==> config.mk <==
export PLATFORM = sky130hd
export DESIGN_NAME = indexed_list_insert_delete_flat
export DESIGN_NICKNAME = d
export VERILOG_FILES = /design/src/design/ili_pkg.sv /design/src/design/ili_if.sv /design/src/design/ili_cell.sv /design/src/design/indexed_list_insert_delete.sv /design/src/flat_wrapper.sv
export SDC_FILE = /design/constraint.sdc
export NUM_CORES = 2
export LEC_CHECK = 0
export BUFFER_PORTS_ARGS = -buffer_cell sky130_fd_sc_hd__clkbuf_2
export CAP_MARGIN = 20
export CELL_PAD_IN_SITES_DETAIL_PLACEMENT = 1
export CELL_PAD_IN_SITES_GLOBAL_PLACEMENT = 2
export CORE_ASPECT_RATIO = 0.5
export CORE_MARGIN = 2
export CORE_UTILIZATION = 44
export CTS_CLUSTER_DIAMETER = 50
export DETAILED_ROUTE_END_ITERATION = 12
export GPL_ROUTABILITY_DRIVEN = 0
export HOLD_SLACK_MARGIN = 0.15
export PLACE_DENSITY_LB_ADDON = 0.1
export SLEW_MARGIN = 15
export SYNTH_ARGS = -nofsm -noshare
export SYNTH_HDL_FRONTEND = slang
export SYNTH_HIERARCHICAL = 1
export SYNTH_SLANG_ARGS = --single-unit
export TNS_END_PERCENT = 50
==> constraint.sdc <==
create_clock -name i_clk -period 31 [get_ports i_clk]
set_clock_uncertainty 0.15 [all_clocks]
set_input_delay 6.2 -clock i_clk [delete_from_list [all_inputs] [get_ports i_clk]]
set_output_delay 6.2 -clock i_clk [all_outputs]
set_load 0.05 [all_outputs]
==> src/design/ili_pkg.sv <==
// shared types and codes for the indexed list block
package ili_pkg;

    localparam int DATA_W = 32;
    localparam int EXT_W  = 9;

    typedef logic [EXT_W-1:0]  t_ext;
    typedef logic [DATA_W-1:0] t_data;
    typedef logic [2:0]        t_req;
    typedef logic [1:0]        t_status;
    typedef logic [1:0]        t_cell_op;

    localparam t_req REQ_GET    = 3'd0;
    localparam t_req REQ_HEAD   = 3'd1;
    localparam t_req REQ_TAIL   = 3'd2;
    localparam t_req REQ_INDEX  = 3'd3;
    localparam t_req REQ_DELETE = 3'd4;

    localparam t_status ST_DONE  = 2'd0;
    localparam t_status ST_RANGE = 2'd1;
    localparam t_status ST_FULL  = 2'd2;

    localparam t_cell_op CELL_HOLD = 2'd0;
    localparam t_cell_op CELL_GET  = 2'd1;
    localparam t_cell_op CELL_INS  = 2'd2;
    localparam t_cell_op CELL_DEL  = 2'd3;

    typedef struct packed {
        t_cell_op op;
        t_ext     pos;
        t_data    value;
    } t_cell_ctl;

endpackage

==> src/design/ili_if.sv <==
// request and result channel interfaces
interface ili_req_if;
    logic               valid;
    logic               ready;
    logic [2:0]         req_type;
    logic [7:0]         position;
    logic signed [31:0] item_value;

    modport source (output valid, output req_type, output position, output item_value,
                    input ready);
    modport sink   (input valid, input req_type, input position, input item_value,
                    output ready);
endinterface

interface ili_rsp_if;
    logic               valid;
    logic               ready;
    logic signed [31:0] read_value;
    logic [1:0]         status;
    logic [5:0]         list_length;

    modport source (output valid, output read_value, output status, output list_length,
                    input ready);
    modport sink   (input valid, input read_value, input status, input list_length,
                    output ready);
endinterface

==> src/design/ili_cell.sv <==
// one list entry: holds, shifts from a neighbor, or takes a new value
module ili_cell #(
    parameter int IDX = 0
) (
    input  logic                i_clk,
    input  logic                i_rst_n,
    input  ili_pkg::t_cell_ctl  i_ctl,
    input  ili_pkg::t_data      i_left,
    input  ili_pkg::t_data      i_right,
    output ili_pkg::t_data      o_value,
    output ili_pkg::t_data      o_rd
);
    import ili_pkg::*;

    localparam t_ext MY_IDX = t_ext'(IDX);

    t_data r_value;
    t_data n_value;

    always_comb begin
        n_value = r_value;
        case (i_ctl.op)
            CELL_INS: begin
                if (MY_IDX == i_ctl.pos) begin
                    n_value = i_ctl.value;
                end else if (MY_IDX > i_ctl.pos) begin
                    n_value = i_left;
                end
            end
            CELL_DEL: begin
                if (MY_IDX >= i_ctl.pos) begin
                    n_value = i_right;
                end
            end
            default: n_value = r_value;
        endcase
    end

    always_ff @(posedge i_clk) begin
        if (!i_rst_n) begin
            r_value <= '0;
        end else begin
            r_value <= n_value;
        end
    end

    assign o_value = r_value;
    assign o_rd    = (i_ctl.op == CELL_GET && i_ctl.pos == MY_IDX) ? r_value : '0;

endmodule

==> src/design/indexed_list_insert_delete.sv <==
// indexed list top level: request sequencer, cell chain and result register
//
// Ordered list of up to CAPACITY signed 32-bit entries with a length count.
// Requests arrive on i_req (get, add at head, add at tail, add at index,
// delete at index); one result word per request leaves on o_rsp.
// Each request passes an accept cycle, an execute cycle in which every cell
// of the chain shifts or loads at once and the get data is gathered into
// registered groups of eight, and a finish step that merges the groups into
// the result register. o_rsp.valid rises when the finish step loads the result
// register; a new request is taken only after the previous one has finished.
// The result register decouples the sides: a request is accepted while a
// result still waits, and the finish step waits while the receiver stalls,
// so nothing is lost. Results come out in request order.
// Reset clears every entry and the length at once; i_req.ready is high in
// the first cycle after reset.
// Insert past the end appends, insert into a full list reports full, get and
// delete beyond the length report out of range, unknown codes change nothing.
module indexed_list_insert_delete #(
    parameter int CAPACITY = 32
) (
    input  logic  i_clk,
    input  logic  i_rst_n,
    ili_req_if.sink   i_req,
    ili_rsp_if.source o_rsp
);
    import ili_pkg::*;

    localparam int LW = $clog2(CAPACITY + 1);
    localparam int NG = (CAPACITY + 7) / 8;
    localparam t_ext CAP_X = t_ext'(CAPACITY);

    localparam logic [1:0] S_IDLE = 2'd0;
    localparam logic [1:0] S_EXEC = 2'd1;
    localparam logic [1:0] S_FIN  = 2'd2;

    logic [1:0]    r_state, n_state;
    t_req          r_req;
    logic [7:0]    r_pos;
    t_data         r_val;
    logic [LW-1:0] r_len, n_len;
    t_status       r_stat, n_stat;
    logic          r_miss, n_miss;
    t_data         r_grp [NG];

    logic          r_out_valid;
    t_data         r_out_rd;
    t_status       r_out_stat;
    logic [5:0]    r_out_len;

    t_cell_ctl     ctl;
    t_ext          pos_x;
    t_ext          len_x;
    t_ext          ins_pos;
    logic          full;
    t_data         cell_q  [CAPACITY];
    t_data         cell_rd [NG*8];
    t_data         merged;
    logic          fin_go;

    assign pos_x   = t_ext'(r_pos);
    assign len_x   = t_ext'(r_len);
    assign full    = (len_x == CAP_X);
    assign ins_pos = (pos_x > len_x) ? len_x : pos_x;

    // decode the held request into a chain command, only in the execute cycle
    always_comb begin
        ctl.op    = CELL_HOLD;
        ctl.pos   = '0;
        ctl.value = r_val;
        n_stat    = ST_DONE;
        n_miss    = 1'b0;
        n_len     = r_len;
        case (r_req)
            REQ_GET: begin
                ctl.pos = pos_x;
                if (pos_x < len_x) begin
                    ctl.op = CELL_GET;
                end else begin
                    n_stat = ST_RANGE;
                    n_miss = 1'b1;
                end
            end
            REQ_HEAD, REQ_TAIL, REQ_INDEX: begin
                if (r_req == REQ_HEAD) begin
                    ctl.pos = '0;
                end else if (r_req == REQ_TAIL) begin
                    ctl.pos = len_x;
                end else begin
                    ctl.pos = ins_pos;
                end
                if (full) begin
                    n_stat = ST_FULL;
                end else begin
                    ctl.op = CELL_INS;
                    n_len  = r_len + LW'(1);
                end
            end
            REQ_DELETE: begin
                ctl.pos = pos_x;
                if (pos_x < len_x) begin
                    ctl.op = CELL_DEL;
                    n_len  = r_len - LW'(1);
                end else begin
                    n_stat = ST_RANGE;
                end
            end
            default: ctl.op = CELL_HOLD;
        endcase
        if (r_state != S_EXEC) begin
            ctl.op = CELL_HOLD;
        end
    end

    genvar gi;
    generate
        for (gi = 0; gi < CAPACITY; gi++) begin : g_cell
            t_data left_v, right_v;
            if (gi == 0) begin : g_first
                assign left_v = '0;
            end else begin : g_mid_l
                assign left_v = cell_q[gi-1];
            end
            if (gi == CAPACITY - 1) begin : g_last
                assign right_v = '0;
            end else begin : g_mid_r
                assign right_v = cell_q[gi+1];
            end
            ili_cell #(.IDX(gi)) u_cell (
                .i_clk   (i_clk),
                .i_rst_n (i_rst_n),
                .i_ctl   (ctl),
                .i_left  (left_v),
                .i_right (right_v),
                .o_value (cell_q[gi]),
                .o_rd    (cell_rd[gi])
            );
        end
        for (gi = CAPACITY; gi < NG*8; gi++) begin : g_pad
            assign cell_rd[gi] = '0;
        end
        // first level of the get gather, registered per group of eight
        for (gi = 0; gi < NG; gi++) begin : g_grp
            t_data n_grp;
            always_comb begin
                n_grp = '0;
                for (int k = 0; k < 8; k++) begin
                    n_grp = n_grp | cell_rd[gi*8+k];
                end
            end
            always_ff @(posedge i_clk) begin
                if (r_state == S_EXEC) begin
                    r_grp[gi] <= n_grp;
                end
            end
        end
    endgenerate

    always_comb begin
        merged = '0;
        for (int g = 0; g < NG; g++) begin
            merged = merged | r_grp[g];
        end
    end

    assign fin_go = (r_state == S_FIN) && (!r_out_valid || o_rsp.ready);

    always_comb begin
        n_state = r_state;
        case (r_state)
            S_IDLE:  if (i_req.valid) n_state = S_EXEC;
            S_EXEC:  n_state = S_FIN;
            S_FIN:   if (fin_go) n_state = S_IDLE;
            default: n_state = S_IDLE;
        endcase
    end

    always_ff @(posedge i_clk) begin
        if (!i_rst_n) begin
            r_state     <= S_IDLE;
            r_len       <= '0;
            r_out_valid <= 1'b0;
        end else begin
            r_state <= n_state;
            if (r_state == S_EXEC) begin
                r_len <= n_len;
            end
            if (fin_go) begin
                r_out_valid <= 1'b1;
            end else if (o_rsp.ready) begin
                r_out_valid <= 1'b0;
            end
        end
    end

    always_ff @(posedge i_clk) begin
        if (r_state == S_IDLE && i_req.valid) begin
            r_req <= i_req.req_type;
            r_pos <= i_req.position;
            r_val <= t_data'(i_req.item_value);
        end
        if (r_state == S_EXEC) begin
            r_stat <= n_stat;
            r_miss <= n_miss;
        end
        if (fin_go) begin
            r_out_rd   <= r_miss ? '1 : merged;
            r_out_stat <= r_stat;
            r_out_len  <= len_x[5:0];
        end
    end

    assign i_req.ready       = (r_state == S_IDLE);
    assign o_rsp.valid       = r_out_valid;
    assign o_rsp.read_value  = r_out_rd;
    assign o_rsp.status      = r_out_stat;
    assign o_rsp.list_length = r_out_len;

    a_len_bound: assert property (@(posedge i_clk) disable iff (!i_rst_n)
        t_ext'(r_len) <= CAP_X)
        else $error("list length beyond capacity");

    a_len_step: assert property (@(posedge i_clk) disable iff (!i_rst_n)
        (r_state != S_EXEC) |=> (r_len == $past(r_len)))
        else $error("length changed outside execute cycle");

    a_full_keep: assert property (@(posedge i_clk) disable iff (!i_rst_n)
        (r_state == S_EXEC && full && (r_req == REQ_HEAD || r_req == REQ_TAIL ||
         r_req == REQ_INDEX)) |=> (r_len == $past(r_len) && r_stat == ST_FULL))
        else $error("insert into full list changed length");

    a_rsp_source: assert property (@(posedge i_clk) disable iff (!i_rst_n)
        $rose(o_rsp.valid) |-> ($past(r_state) == S_FIN))
        else $error("result raised outside finish step");

    a_miss_code: assert property (@(posedge i_clk) disable iff (!i_rst_n)
        (fin_go && r_miss) |=> (o_rsp.status == ST_RANGE && o_rsp.read_value == -32'sd1))
        else $error("get miss result malformed");

endmodule

==> src/flat_wrapper.sv <==
// flat-port wrapper written by rule: the top's interface ports become plain ports
module indexed_list_insert_delete_flat import ili_pkg::*;
#(
    parameter int CAPACITY = 32
)
  (i_clk, i_rst_n, i_req_valid, i_req_req_type, i_req_position, i_req_item_value, i_req_ready, o_rsp_valid, o_rsp_read_value, o_rsp_status, o_rsp_list_length, o_rsp_ready);
  ili_req_if i_req_i ();
  ili_rsp_if o_rsp_i ();
  input  logic i_clk;
  input  logic i_rst_n;
  input wire logic [$bits(i_req_i.valid)-1:0] i_req_valid;
  input wire logic [$bits(i_req_i.req_type)-1:0] i_req_req_type;
  input wire logic [$bits(i_req_i.position)-1:0] i_req_position;
  input wire logic [$bits(i_req_i.item_value)-1:0] i_req_item_value;
  output wire logic [$bits(i_req_i.ready)-1:0] i_req_ready;
  output wire logic [$bits(o_rsp_i.valid)-1:0] o_rsp_valid;
  output wire logic [$bits(o_rsp_i.read_value)-1:0] o_rsp_read_value;
  output wire logic [$bits(o_rsp_i.status)-1:0] o_rsp_status;
  output wire logic [$bits(o_rsp_i.list_length)-1:0] o_rsp_list_length;
  input wire logic [$bits(o_rsp_i.ready)-1:0] o_rsp_ready;
  assign i_req_i.valid = i_req_valid;
  assign i_req_i.req_type = i_req_req_type;
  assign i_req_i.position = i_req_position;
  assign i_req_i.item_value = i_req_item_value;
  assign i_req_ready = i_req_i.ready;
  assign o_rsp_valid = o_rsp_i.valid;
  assign o_rsp_read_value = o_rsp_i.read_value;
  assign o_rsp_status = o_rsp_i.status;
  assign o_rsp_list_length = o_rsp_i.list_length;
  assign o_rsp_i.ready = o_rsp_ready;
  indexed_list_insert_delete #(.CAPACITY(CAPACITY)) u_core (.i_clk(i_clk), .i_rst_n(i_rst_n), .i_req(i_req_i), .o_rsp(o_rsp_i));
endmodule
# Word level (Yosys, flattened, before mapping)
# Memories as Yosys holds them, arrays and structs flattened.
# Index checks and enable logic that the tools add are counted.
# word_totals
reg_bits	1119
latch_bits	0
ramBits	128
romBits	0
inputBits	47
output_inout_bits	42
mem_count	1
# memory_table
memory	words	width	read_ports	rd_clocked_by_memory_dff	wr	line	text
u_core.r_grp	4	32	4	0	4	indexed_list_insert_delete.sv:43	t_data r_grp [NG];
# op_classes
add_sub_neg	2
mul	0
div	0
n_lt_le_gt_ge	66
eq_ne	141
shift	0
muxes	183
bitwise_logic	31
n_reduce_logical	78
# ops
cell	count
two-way mux 32 bit	128
case mux 32 bit (2 select lines)	32
bitwise OR 32 bit	31
equality test 5 x 9 -> 1 bit (first input constant)	16
equality test 9 x 5 -> 1 bit (second input constant)	16
greater-or-equal comparator 5 x 9 -> 1 bit (first input constant)	16
> comparator 5 x 9 -> 1 bit (first input constant)	16
!= test 3 bit (second input constant)	32
AND reduction 3 bit	32
equality test 4 x 9 -> 1 bit (first input constant)	8
equality test 9 x 4 -> 1 bit (second input constant)	8
greater-or-equal comparator 4 x 9 -> 1 bit (first input constant)	8
> comparator 4 x 9 -> 1 bit (first input constant)	8
!= test 2 bit (second input constant)	34
equality test 3 x 9 -> 1 bit (first input constant)	4
equality test 9 x 3 -> 1 bit (second input constant)	4
greater-or-equal comparator 3 x 9 -> 1 bit (first input constant)	4
> comparator 3 x 9 -> 1 bit (first input constant)	4
logical AND 1 bit	34
equality test 2 x 9 -> 1 bit (first input constant)	2
equality test 9 x 2 -> 1 bit (second input constant)	2
greater-or-equal comparator 1 x 9 -> 1 bit (first input constant)	2
greater-or-equal comparator 2 x 9 -> 1 bit (first input constant)	2
> comparator 1 x 9 -> 1 bit (first input constant)	2
33 further kinds	56

# Logic depth before layout (Yosys ltp)
# logic_depth
depth_word	15
depth_mapped	16
ltp_nobuf	13

# Hierarchy
# Netlist, hierarchy kept.
# by_module_without_submodules
module	instances	cells_each	area_each_um2
indexed_list_insert_delete	1	821	9918.3
ili_cell at u_core.g_cell[17].u_cell ...	2	266	2264.7
ili_cell at u_core.g_cell[25].u_cell	1	354	2895.3
ili_cell at u_core.g_cell[16].u_cell	1	316	2800.2
ili_cell at u_core.g_cell[27].u_cell	1	340	2713.9
ili_cell at u_core.g_cell[28].u_cell	1	282	2539.9
ili_cell at u_core.g_cell[31].u_cell	1	275	2323.5
ili_cell at u_core.g_cell[13].u_cell	1	276	2302.2
ili_cell at u_core.g_cell[7].u_cell	1	277	2289.7
ili_cell at u_core.g_cell[24].u_cell	1	266	2253.4
ili_cell at u_core.g_cell[30].u_cell	1	308	2253.4
ili_cell at u_core.g_cell[14].u_cell	1	297	2177.1
ili_cell at u_core.g_cell[10].u_cell	1	265	2158.3
ili_cell at u_core.g_cell[23].u_cell	1	254	2117.0
+18 rows	--	--	--

# Worst setup path before layout
# No wires, ideal clock.
# synth_path
kind	flip-flop to flip-flop
from	reg u_core.r_state[0]
to	reg u_core.g_cell[10].u_cell.r_value[0]
arrival_ns	10.805
path_slack_ns	19.950
stages_incl_launch_ff	9
cell_sequence	dfxtp_1 -> nor2b_1 -> nor4b_4 -> nor2_2 -> inv_1 -> o21ai_1 -> or3_1 -> buf_6 -> o41ai_2
# synth_lines
element	line	text
start: declaration	indexed_list_insert_delete.sv:36	logic [1:0] r_state, n_state;
start signal: assignment	indexed_list_insert_delete.sv:183	r_state <= n_state;
end signal: assignment	ili_cell.sv:43	r_value <= n_value;
end: declaration	ili_cell.sv:17	t_data r_value;

==> flow_summary.toml <==
[global_routing]
grt_util_all_layers_pct = 39.80
grt_max_degree = 138
antenna_found_initial = 8
grt_pass1_vias = 73320
grt_overflow_total = 0
grt_pass1_wl_um = 538500

[power_and_ir_drop]
powerDensity_nw_per_um2 = 45.59
net-switching-power_mw = 1.068
switching_share_pct = 27.77
leakage_nw = 29.28
internal-power_mw = 2.778
seq_power_share_pct = 43.4
p_comb_share_pct = 8.7
clockPowerShare_pct = 47.9
ir_drop_v = 0.00003686

[routing]
drtAntennaViolNets = 0
firstDrtPassIters = 7
vias = 78200
avgRoutedWirePerCell_um = 33.27
routed_wl_um = 372200
drc = 0
drt-initial-drc-count = 11020
vias_per_cell = 6.988

[logic_synthesis]
syn_inst = 9064
yosys_warnings = 6
ys_ff_latch = 1247
syn_area_um2 = 77720
ys_types = 131
synthFlopType = "dfxtp_1"
synthArstFlopShare_pct = 0
synth_edf_count = 214
syn_area_per_cell_um2 = 8.574
yosysSeqAreaShare_pct = 34.88

[critical_path]
path_cells = "buf_8 -> buf_4 -> buf_4 -> buf_4 -> buf_4 -> nand2_1 -> or3_1 -> buf_4 -> o31ai_1"
cpMostUsedCell = "buf_4"
crit_fanout = 74
path_depth = 9
cp.required_ns = 31.59
startpoint = "i_rst_n"
path_class = "in2reg"
crit_slowest_cell = "buf_4"
r2r_slack_ns = 24.08
critical_path.top_delay_family = "buffers and inverters"
crit_path_start_kind = "input port"
timing.rr.start = "u_core/r_len[4]$_SDFFE_PN0P_"
critPathBufInv = 6
cp.arrival_ns = 10.43
slowest_delay_ns = 0.81
r2r-end = "u_core/r_grp[1][26]$_DFFE_PP_"
cp-end-kind = "flip-flop"
reg2reg_depth = 15

[layout]
finalNetCount = 8774
layout_common_cells = "1033 x dfxtp_1, 947 x and2_1, 795 x nor2_1"
drive_gt1_share_pct = 12.36
area_growth_pct = 8.544
fin_util_pct = 48.36
final_common_cell = "dfxtp_1"

[clock_network]
root_buffer = "clkbuf_16"
cts_made_buffers = 149
cts_hold_buf = 0
cts.path.max_buffers = 4
cts.sinks = 1247
post_cts_resized = 0
cts_tree = "yes"
clk_pin_slew_ns = 0.07
cts_max_level = 4
cts_setup_buffers = 0
worstSkewPairLatency_ns = 0.85

[timing]
tns_ns = 0
min_period_ns = 9.839
finalHoldViolCount = 0
slew_viol_final = 0
holdWs_ns = 0.2848
worst_pin_slew_ns = 1.281
clock.fmax_mhz = 101.6
rsz0062_at_grt = "false"
fin_ws_ns = 21.16
relSlewSlack_pct = 13.80
setup_viol = 0
final.period_utilization_pct = 31.74

[die]
die_area_um2 = 180200
die_width_um = 598.4
die_y_um = 301.2
start_util_pct = 44.55
fp.coreArea_um2 = 174500
rows = 108
ios = 89

[placement]
numPortBuffers = 88
dp_hpwl_um = 245500
dp_worst_setup_slack_ns = 20.48

[run]
cap_violations = 0

[worst_hold_path]
min_path_cells = 0
hp-class = "reg2reg"
min_to = "u_core/o_rsp.status[0]$_DFFE_PP_"
worstHoldStart = "u_core/r_stat[0]$_DFFE_PP_"

[run_status]
status = "completed"
## cell type report
type	instances	area [um^2]
fillers	20170	90100
clock inverters	58	626.9
flip-flops and latches	1247	27110
repair buffers	365	2633
diodes	6	15.01
well taps	2365	2959
multi-input cells	6701	45860
clock buffers	196	4200
inverters	252	953.4
## cell usage after synthesis (all sizes together), types with 37 or more instances
master   count  share of area [%]
nand3       91               0.62
a31oi       39               0.31
nand2b     134                1.1
o2111ai    161                1.8
nand4       74               0.72
o31ai      352                3.7
buf        298                2.7
or4         46               0.49
nand2      602                2.9
and2       991                8.0
o22ai      257                2.1
or3         38               0.31
inv        251                1.2
mux2i      163                2.1
o41ai      176                2.9
nor2b      168                1.4
nor4       425                4.5
o211ai     101               0.98
a32o       187                2.4
a311oi      96                1.1
o21ai      168                1.2
nor2       806                3.9
a21oi      240                1.5
o32ai      128                1.4
dfxtp     1033                 27
clkbuf     639                3.3
nor3       272                1.8
edfxtp     214                8.3
o221ai      97                1.4
o311ai      78               0.88
o22a        96                1.1
a41oi       37               0.42
and4        61               0.69
o2bb2ai     96                1.1
a211oi      55               0.55
## routing by layer
layer | track usage (%) | routed length [um]
met1 | 61.43 | 173300
met2 | 51.29 | 139300
met3 | 12.17 | 47590
met4 | 11.91 | 12040
met5 | 0 | 35
## metrics by stage
step | area [um^2] | power [mW] | cells
CTS | 84160 | 3.836 | 11170
floorplan | 77990 | 1.900 | 9137
detailed placement | 79330 | 2.024 | 10910
global route | 84340 | 3.926 | 11180
global placement | 79310 | 2.021 | 10910
finish | 84360 | 3.846 | 11190
## power groups by stage
stage	clock network, mW	registers [mW]	logic [mW]
after detailed placement	0	1.70	0.320
after global placement	0	1.70	0.317
after global routing	1.91	1.67	0.343
after CTS	1.85	1.67	0.320
final	1.84	1.67	0.336
after floorplan	0	1.72	0.180
## how the worst max path moves through the flow
stage / endpoint / slack, ns
after global routing: u_core/g_cell[3].u_cell/o_value[21]$_SDFFE_PN0P_ / 21.11
after detailed placement: u_core/g_cell[3].u_cell/o_value[8]$_SDFFE_PN0P_ / 20.48
after global placement: u_core/g_cell[3].u_cell/o_value[23]$_SDFFE_PN0P_ / 20.49
final: u_core/g_cell[3].u_cell/o_value[8]$_SDFFE_PN0P_ / 21.16
after CTS: u_core/g_cell[3].u_cell/o_value[8]$_SDFFE_PN0P_ / 21.35
after floorplan: u_core/g_cell[10].u_cell/o_value[0]$_SDFFE_PN0P_ / 19.95
## sequential cells by signal, indices dropped and copies added (netlist names), 3 cells and up
register                      count
u_core/r_req                      3
u_core/r_len                      6
u_core/o_rsp.list_length          6
u_core/r_val                     32
u_core/o_rsp.read_value          32
u_core/r_pos                      8
u_core/g_cell.u_cell/o_value   1024
u_core/r_grp                    128
## cell families (layout without fill, tap and decap cells)
family | after synthesis | after routing | share of synthesized area (%)
compound gates | 2618 | 2618 | 27.86
xor+xnor | 2 | 2 | 0.02254
fa+ha+maj | 11 | 11 | 0.1868
buf+inv | 1189 | 871 | 7.171
flops | 1247 | 1247 | 34.88
mux | 164 | 164 | 2.114
other cells | 1 | 80 | 0.004825
simple gates | 3832 | 3832 | 27.76
No activity file was read; power rests on OpenSTA's default activity.
